**config.mk**
```make
export PLATFORM = sky130hd
export DESIGN_NAME = spt_ram
export DESIGN_NICKNAME = d
export VERILOG_FILES = /design/src/design/spt_ram.sv
export SDC_FILE = /design/constraint.sdc
export NUM_CORES = 1
export LEC_CHECK = 0
export ABC_AREA = 1
export CORE_MARGIN = 1
export CORE_UTILIZATION = 68
export DETAILED_ROUTE_END_ITERATION = 16
export DONT_BUFFER_PORTS = 1
export GPL_ROUTABILITY_DRIVEN = 0
export PLACE_DENSITY = 0.88
export SYNTH_ARGS = -nofsm -noshare
export SYNTH_HDL_FRONTEND = slang
export SYNTH_SLANG_ARGS = --single-unit
```
**constraint.sdc**
```tcl
create_clock -name clk -period 2.7 [get_ports clk]
set_input_delay 0.135 -clock clk [delete_from_list [all_inputs] [get_ports clk]]
set_output_delay 0.135 -clock clk [all_outputs]
set_load 0.005 [all_outputs]
```
**src/design/spt_ram.sv**
```systemverilog
// generic single write port ram with registered read
module spt_ram #(
  parameter int unsigned WIDTH = 8,
  parameter int unsigned DEPTH = 16,
  localparam int unsigned AW = (DEPTH > 1) ? $clog2(DEPTH) : 1
) (
  input  logic             clk,
  input  logic             we,
  input  logic [AW-1:0]    waddr,
  input  logic [WIDTH-1:0] wdata,
  input  logic [AW-1:0]    raddr,
  output logic [WIDTH-1:0] rdata
);

  logic [WIDTH-1:0] mem [DEPTH];

  // write port
  always_ff @(posedge clk) begin
    if (we) begin
      mem[waddr] <= wdata;
    end
  end

  // registered read port
  always_ff @(posedge clk) begin
    rdata <= mem[raddr];
  end

endmodule

```
## After elaboration in Yosys (flattened, before gate mapping)

Memory sizes are Yosys's and may differ from the RTL's. A register that Yosys moved wholly into a read port is not among the register bits.
Index checks and enable logic that the tools add are counted.

- RAM bits: 128
- Output and inout port bits: 8
- Logic and storage cells: 3
- Memories: 1
- Input port bits: 18
- Register bits after elaboration: 0

Memory list:

| name | depth | bits a word | rd ports | clocked after memory_dff | write ports | line | RTL |
|---|---|---|---|---|---|---|---|
| mem | 16 | 8 | 1 | 1 | 1 | 15 | `logic [WIDTH-1:0] mem [DEPTH];` |

- Muxes and demuxes: 2

Operator list:

| cell | number |
|---|---|
| $mux W1 | 2 |

## Depth between registers and ports, before layout

Gate-level depths: netlist of the first run.

- Depth in word-level cells: 2
- Gate-level depth with buffers: 8

## Worst setup path after synthesis of the first run

Ideal clock, no wire load.

- Path kind: in2reg
- From: in waddr[2]
- To: mem mem[10][0], enable pin
- Buffers on the path: 0
- Library setup time: 370 ps
- Path slack: 1614 ps
- Stages: 2
- Required time: 2330 ps
- Arrival: 716 ps
- Cells stage by stage: nand3b_1 nor2_1

RTL lines:

| item | line | RTL |
|---|---|---|
| start, declared | 9 | `input logic [AW-1:0] waddr,` |
| end, declared | 15 |  |

Straight into the memory's write port.

==> flow_summary.yaml, run 1 <==
status:
  status: "completed"
timing:
  holdWs_ns: 0.00388
  hold_viol_final: 0
  max_slew_margin: 0.389
  post-route-period-util: 0.951
  drv_slew: 0
  worst_pin_slew_ns: 0.913
  max_freq_ghz: 0.389
  min_period_ns: 2.57
  fin_skew_ns: 0.0134
  tns_ns: 0
  rsz0062_at_grt: "no"
  setup_viol: 0
global_route:
  grt_overflow: 0
  grt_max_degree: 63
  track_usage: 0.350
  antenna_found_initial: 0
  grt_pass1_wl_um: 21400
  grt_pass1_vias: 4127
layout:
  n_antenna_cell: 0
  fill_cells: 434
  regArea_um2: 4000
  mostFrequentLayoutCells: "173 x nand2_1, 128 x edfxtp_1, 100 x inv_1"
  fin_util: 0.797
  fin_area_um2: 6550
  layout-drive-gt1-share: 0.0585
  nets: 586
  multiInputGateArea_um2: 1210
  syn_to_final_growth_pct: 13.6
  layout_commonest_cell: "nand2_1"
worst_hold_path:
  hold_path_class: "in -> reg"
  min_from: "raddr[0]"
power_and_ir_drop:
  power.density_nw_per_um2: 765
  ir_worst_vdd_uv: 569
  p_leak_uw: 0.00280
critical_path:
  worstPathRequired_ns: 3.11
  timing.critical_path.mode_cell: "nand2_1"
  cp-start-kind: "flip-flop"
  crit_type: "reg -> reg"
  rr_startpoint: "mem[11][6]"
  critPathMaxFanout: 1
  cpMaxStageDelayCell: "dlygate4sd3_1"
  cp_slowest_stage_delay_ns: 0.58
  arrival_ns: 2.98
  path_cells: "nand2_1 -> nand2_1 -> nand2_1 -> dlygate4sd3_1 -> nand3_1 -> dlygate4sd3_1 -> nand3_1 -> nand2_1 -> dlygate4sd3_1"
  critPathCaptureType: "flip-flop"
  crit_start: "mem[11][6]"
die:
  fp.dieW_um: 94.1
  die_height_um: 94.1
  start_util: 0.702
  core_um2: 8220
  io_pins: 26
  num_rows: 33
  die_area_um2: 8850
yosys:
  ys_seq_elements: 136
  yosysSeqAreaShare: 0.694
  netlist_area_um2: 5770
  synth.net_count: 569
  postSynthAreaPerCell_um2: 10.5
  synth.distinct_cells: 12
  netlist_instances: 551
  yosysWarnings: 0
route:
  avgRoutedWirePerCell_um: 20.5
  ant_nets: 0
  drt_iter0_markers: 500
  dr.pass1.iters: 10
  drc: 0
  vias: 4137
  vias_per_cell: 6.03
  wirelength_um: 14100
clock_network:
  htreeDepth: 4
  cts_max_path_buffers: 2
  cts.sinks: 136
  clock_latency_ns: 0.53
  clk_pin_slew_ns: 0.06
  cts_root_buf: "clkbuf_8"
  numCtsBuffers: 17
  cts_tree: "done"
placement:
  place_hpwl_um: 7090
  io_buffers: 0
  place_area_um2: 5750
job:
  maxCapViolations: 0
==> cell type report <==
class	instances	area share
well taps	105	0.0200
clock buffers	19	0.0643
repair buffers	22	0.0336
multi-input cells	289	0.185
inverters	102	0.0584
clock inverters	13	0.0273
flip-flops and latches	136	0.611
==> flip-flops by register name, summed over array words and instances (netlist names) <==
signal / flops
mem: 128
rdata: 8
==> worst paths after layout <==
| kind | endpoint | slack [ns] | cells past startpoint |
|---|---|---|---|
| setup / recovery | rdata[6] | 0.13 | 9 |
| hold / removal | rdata[3] | 0.004 | 5 |
| setup reg to reg | rdata[6] | 0.13 | 9 |
| hold reg to reg | rdata[3] | 0.72 | 6 |
==> metal layers <==
| layer | part of all wire | global-route usage |
|---|---|---|
| met1 | 0.33 | 0.415 |
| met2 | 0.50 | 0.576 |
| met3 | 0.12 | 0.0955 |
| met4 | 0.048 | 0.197 |
| met5 | 0 | 0 |
==> logic make-up after synthesis <==
group / after synthesis / synth area share
DFF: 136 / 0.694
and+or+nand+nor: 289 / 0.210
buffers and inverters: 126 / 0.0952
==> power breakdown <==
group	total (uW)	switching, uW	leakage, uW	internal, uW
clock	2370	879	0.000284	1490
sequential	2380	16.6	0.00122	2360
combinational	265	184	0.00130	81.7
total	5010	1080	0.00280	3940
==> critical path: cells and delay by family, from the launching register on <==
family,cells,cell delay [ns]
buf+inv,3,1.69
simple gates,6,0.39
flops,1,0.37
==> metrics by stage <==
| stage | cells | worst slack [ns] | power [uW] |
|---|---|---|---|
| floorplan | 551 | 1.61 | 2580 |
| global placement | 634 | 1.35 | 2590 |
| detailed placement | 634 | 1.30 | 2600 |
| CTS | 686 | 0.0315 | 4990 |
| global route | 686 | 0.0109 | 5130 |
| finish | 686 | 0.132 | 5010 |
==> Yosys cell counts, drive strengths merged <==
master,n,area (um2)
nand2,173,649
edfxtp,128,3840
inv,102,383
nand3,97,485
buf,24,166
nor2,17,63.8
dfxtp,8,160
nand3b,2,15.0
==> what timing repair did <==
action	CTS	global route
resized for setup	0	2
hold buffers	20	0
setup buffers	0	0
endpoints found under the setup margin	0	2
endpoints found under the hold margin	136	0
No activity file was read; power rests on OpenSTA's default activity.
==> run 2, diff against run 1 <==
--- a/config.mk
+++ b/config.mk
@@ -6,6 +6,7 @@
 export NUM_CORES = 1
 export LEC_CHECK = 0
 export ABC_AREA = 1
+export CORE_ASPECT_RATIO = 0.8
 export CORE_MARGIN = 1
 export CORE_UTILIZATION = 68
 export DETAILED_ROUTE_END_ITERATION = 16
==> constraint.sdc (replaced) <==
create_clock -name clk -period 3.16 [get_ports clk]
set_input_delay 0.316 -clock clk [delete_from_list [all_inputs] [get_ports clk]]
set_output_delay 0.316 -clock clk [all_outputs]
set_load 0.005 [all_outputs]
==> run 2 against run 1 <==
  * Hold slack improved by 0.033 ns
  * Global-route usage decreased by 2.4 points
  * Combinational power decreased by 26%
  * Worst setup slack improved by 1.3 ns
  * Die area about the same
  * Flip-flop and latch count unchanged
  * Largest power group unchanged
  * Clock skew decreased by 0.0012 ns
  * Sequential power decreased by 14%
  * Cell count decreased by 1.0%
  * Clock-buffer cell count decreased by 2
  * Highest routed layer is now met5
  * Utilization decreased by 0.89 points
==> flow_summary.yaml, run 2 (synthesis gave the netlist of run 1 again) <==
layout:
  reg_top3: "mem (128), rdata (8)"
  fin_area_um2: 6380
  fill_cells: 490
  regMostFlops: "mem"
  syn_to_final_growth_pct: 10.7
  nets: 574
  mostFrequentLayoutCells: "173 x nand2_1, 128 x edfxtp_1, 100 x inv_1"
  layout_commonest_cell: "nand2_1"
  layout-drive-gt1-share: 0.0545
  largest_reg_flops: 128
route:
  dr.pass1.iters: 5
  drt_iter0_markers: 618
  drc: 0
  wirelength_um: 13100
  avgRoutedWirePerCell_um: 19.4
  vias: 3932
  ant_nets: 0
  vias_per_cell: 5.79
clock_network:
  clock_latency_ns: 0.53
  cts_tree: "done"
  cts_root_buf: "clkbuf_8"
  post_cts_resize_count: 0
  htreeDepth: 4
  cts.sinks: 136
  clk_pin_slew_ns: 0.06
  cts_max_path_buffers: 2
  numCtsBuffers: 17
power_and_ir_drop:
  p_total_uw: 4030
  power.density_nw_per_um2: 631
  ir_worst_vdd_uv: 546
  p_leak_uw: 0.00271
worst_hold_path:
  hold_path_class: "in -> reg"
critical_path:
  arrival_ns: 2.18
  r2r_slack_ns: 1.63
  cp-start-kind: "primary input"
  timing.critical_path.mode_cell: "nand3_1"
  cp_slowest_stage_delay_ns: 0.74
  crit_type: "in -> reg"
  worstPathRequired_ns: 3.58
  cpMaxStageDelayCell: "inv_2"
  critPathCaptureType: "flip-flop"
  critPathMaxFanout: 65
  path_cells: "inv_2 -> nand2_1 -> nand3_1 -> nand3_1 -> nand3_1 -> dlygate4sd3_1 -> nand2_1"
die:
  die_height_um: 84.4
  core_um2: 8090
  die_area_um2: 8850
  start_util: 0.713
  num_rows: 29
  io_pins: 26
  fp.dieW_um: 105
global_route:
  grt_overflow: 0
  grt_pass1_wl_um: 20100
  grt_pass1_vias: 3657
  antenna_found_initial: 2
  track_usage: 0.325
  grt_max_degree: 66
timing:
  rsz0062_at_grt: "no"
  tns_ns: 0
  max_freq_ghz: 0.571
  post-route-period-util: 0.554
  worst_pin_slew_ns: 1.07
  setup_viol: 0
  hold_viol_final: 0
  fin_skew_ns: 0.0122
  max_slew_margin: 0.287
  drv_slew: 0
  min_period_ns: 1.75
status:
  status: "completed"
job:
  maxCapViolations: 0
placement:
  place_hpwl_um: 7530
  io_buffers: 0
  place_area_um2: 5740
## run 2: cell count changes in the layout (fill, tap and decap cells not counted), sizes merged
cell,before,now
buf,2,0
bufinv,4,1
clkbuf,19,17
clkinv,5,8
clkinvlp,4,3
diode,0,2
dlygate4sd3,18,10
dlymetal6s4s,2,0
inv,102,105
## run 2: timing repair
item / in CTS / in global routing
hold endpoints to repair: 136 / 0
setup buffers: 0 / 0
hold buffers: 10 / 0
## run 2: cell type report
class / count / area [um2] / share of cell area
Timing Repair Buffer: 10 / 100 / 0.0157
Clock inverter: 15 / 126 / 0.0198
Inverter: 102 / 383 / 0.0600
Sequential cell: 136 / 4000 / 0.627
Antenna cell: 2 / 5.00 / 0.000784
Clock buffer: 17 / 414 / 0.0649
Multi-Input combinational cell: 289 / 1210 / 0.190
Tap cell: 108 / 135 / 0.0212
## run 2: worst paths after layout
check,depth (start not counted),end,from
hold reg to reg,6,rdata[1],mem[3][1]
setup / recovery,7,rdata[6],raddr[0]
setup reg to reg,7,rdata[6],mem[8][6]
hold / removal,3,rdata[1],raddr[2]
## run 2: where the power goes
| group | internal (uW) | total (uW) | switching [uW] |
|---|---|---|---|
| registers | 2020 | 2040 | 19.3 |
| logic | 57.2 | 196 | 138 |
| clock network | 1040 | 1790 | 754 |
## run 2: metal layers
metal  wire length, um  global-route usage
met2              5880               0.480
met1              5010               0.462
met3              1970               0.117
met5                13                   0
met4               270              0.0973
## run 2: worst max-delay path: cells and delay by family
family / cells / cell delay, ns
buf+inv: 2 / 1.29
simple gates: 5 / 0.53
## run 2: per-stage QoR
| stage | hold slack [ns] | instances | utilization | setup WS [ns] |
|---|---|---|---|---|
| after floorplan | 0.415 | 551 | - | 1.89 |
| after global placement | 0.416 | 635 | 0.709 | 1.45 |
| after detailed placement | 0.416 | 635 | 0.709 | 1.37 |
| after CTS | 0.0114 | 677 | 0.788 | 1.47 |
| after global routing | 0.0204 | 677 | 0.788 | 1.35 |
| final | 0.0365 | 679 | 0.789 | 1.41 |
==> run 3, diff against run 2 <==
--- a/config.mk
+++ b/config.mk
@@ -8,11 +8,11 @@
 export ABC_AREA = 1
 export CORE_ASPECT_RATIO = 0.8
 export CORE_MARGIN = 1
-export CORE_UTILIZATION = 68
+export CORE_UTILIZATION = 63
 export DETAILED_ROUTE_END_ITERATION = 16
 export DONT_BUFFER_PORTS = 1
 export GPL_ROUTABILITY_DRIVEN = 0
-export PLACE_DENSITY = 0.88
+export PLACE_DENSITY = 0.83
 export SYNTH_ARGS = -nofsm -noshare
 export SYNTH_HDL_FRONTEND = slang
 export SYNTH_SLANG_ARGS = --single-unit
==> constraint.sdc (replaced) <==
create_clock -name clk -period 1.7 [get_ports clk]
set_input_delay 0.17 -clock clk [delete_from_list [all_inputs] [get_ports clk]]
set_output_delay 0.17 -clock clk [all_outputs]
set_load 0.005 [all_outputs]
==> run 3 against run 2 <==
  * Worst setup slack got worse by 1.1 ns
  * Die area increased by 7.8%
  * Final area increased by 3.6%
  * Global-route usage decreased by 2.7 points
  * Clock power increased by 100%
  * Via count decreased by 1.1%
  * Highest routed layer is now met4
==> flow_summary.yaml, run 3 (synthesis gave the netlist of run 1 again) <==
die:
  num_rows: 30
  die_height_um: 87.6
  start_util: 0.665
  core_um2: 8670
  io_pins: 26
  fp.dieW_um: 109
  die_area_um2: 9540
clock_network:
  cts_max_path_buffers: 2
  cts_tree: "done"
  cts_root_buf: "clkbuf_16"
  clock_latency_ns: 0.41
  clk_pin_slew_ns: 0.06
  cts.sinks: 136
  htreeDepth: 4
  postCtsSetupRepairBufs: 0
  numCtsBuffers: 17
worst_hold_path:
  holdPathEnd: "rdata[4]"
  hold_path_class: "in -> reg"
  hold_depth: 2
  min_from: "raddr[3]"
layout:
  nets: 595
  fin_util: 0.763
  mostFrequentLayoutCells: "173 x nand2_1, 128 x edfxtp_1, 100 x inv_1"
  regArea_um2: 4000
  layout_commonest_cell: "nand2_1"
  n_antenna_cell: 0
  layout-drive-gt1-share: 0.0866
  regMostFlops: "mem"
  multiInputGateArea_um2: 1210
  final_cells: 701
  reg_top3: "mem (128), rdata (8)"
  fill_cells: 543
  largest_reg_flops: 128
  syn_to_final_growth_pct: 14.7
timing:
  hold_viol_final: 0
  setup_viol: 0
  final.setup.worst_slack_ns: 0.263
  max_slew_margin: 0.480
  worst_pin_slew_ns: 0.778
  min_period_ns: 1.44
  post-route-period-util: 0.845
  tns_ns: 0
  drv_slew: 0
  fin_skew_ns: 0.00688
  rsz0062_at_grt: "no"
  max_freq_ghz: 0.696
  holdWs_ns: 0.0204
placement:
  dpl_worst_slack_ns: 0.422
  place_hpwl_um: 7870
  dp_cells: 659
  io_buffers: 0
route:
  vias_per_cell: 5.55
  avgRoutedWirePerCell_um: 18.7
  drc: 0
  wirelength_um: 13100
  vias: 3888
  dr.pass1.iters: 5
  ant_nets: 0
  drt_iter0_markers: 328
critical_path:
  path_delay_family: "buffers and inverters"
  timing.critical_path.mode_cell: "nand3_1"
  critPathMaxFanout: 1
  r2r_slack_ns: 0.26
  worstPathRequired_ns: 2.01
  critPathCaptureType: "flip-flop"
  rr_startpoint: "mem[12][0]"
  arrival_ns: 1.74
  path_cells: "inv_1 -> nand2_1 -> nand3_1 -> nand3_1 -> nand3_1 -> dlygate4sd3_1 -> nand2_1"
  worstRegToRegCells: 7
  cpMaxStageDelayCell: "dlygate4sd3_1"
  crit_type: "reg -> reg"
  reg2reg_to: "rdata[0]"
  path_buf_inv: 2
  crit_start: "mem[12][0]"
  cp-start-kind: "flip-flop"
  cp_slowest_stage_delay_ns: 0.55
global_route:
  track_usage: 0.298
  grt_pass1_vias: 3762
  grt_max_degree: 66
  grt_pass1_wl_um: 19800
  grt_overflow: 0
  antenna_found_initial: 0
status:
  status: "completed"
power_and_ir_drop:
  p_leak_uw: 0.00285
  combinationalPowerShare: 0.049
  ir_worst_vdd_uv: 781
  pwr-share-seq: 0.485
  clock_power_share: 0.466
  p_sw_uw: 1630
  power.density_nw_per_um2: 1180
  sw_frac_of_total: 0.209
  internal_power_uw: 6170
job:
  maxCapViolations: 0
run 3: cell count changes in the layout (fill, tap and decap cells not counted), moves of 2 or more:
| cell | before | now |
|---|---|---|
| diode_2 | 2 | 0 |
| bufinv_16 | 1 | 3 |
| buf_12 | 0 | 2 |
| clkinv_1 | 3 | 0 |
| inv_6 | 3 | 0 |
| buf_4 | 0 | 18 |
| clkbuf_1 | 0 | 2 |
run 3: routing by layer:
metal	share of wire	vias up	global-route usage
li1	-	1821	-
met1	0.40	1798	0.401
met2	0.47	232	0.472
met3	0.097	37	0.0774
met4	0.027	0	0.120
met5	0	-	0
run 3: final cells by class:
type,instances,area share
inverter,102,0.0579
sequential,136,0.605
timing repair buffer,31,0.0431
clock inverter,12,0.0233
multi-input combinational,289,0.184
clock buffer,19,0.0655
tap,112,0.0212
run 3: worst register-to-register path, delay by kind of cell, from the launching register on:
| kind | cells | cell delay (ns) |
|---|---|---|
| and+or+nand+nor | 5 | 0.33 |
| buffers and inverters | 2 | 0.62 |
| DFF | 1 | 0.38 |
run 3: repair_timing:
item / 4_1_cts / 5_1_grt
resized for setup: 0 / 0
endpoints found under the hold margin: 135 / 0
hold buffers: 11 / 0
run 3: worst max-delay path by stage:
stage,end,slack [ns],cells past startpoint
2_1_floorplan,mem[10][0],0.58,2
3_3_place_gp,mem[3][0],0.46,3
3_5_place_dp,mem[3][0],0.42,3
4_1_cts,rdata[0],0.28,7
5_1_grt,rdata[0],0.13,7
6_report,rdata[0],0.26,7
run 3: power groups by stage:
stage / registers, uW / clock network [uW] / logic (uW)
final: 3780 / 3630 / 381
after global routing: 3790 / 3770 / 418
after CTS: 3780 / 3650 / 377
after detailed placement: 3850 / 0 / 297
after global placement: 3850 / 0 / 284
after floorplan: 3840 / 0 / 264
run 3: per-stage QoR:
stage	area [um2]	power, uW
after global placement	5920	4130
after detailed placement	5920	4150
final	6610	7800
after floorplan	5770	4100
after CTS	6610	7810
after global routing	6610	7970
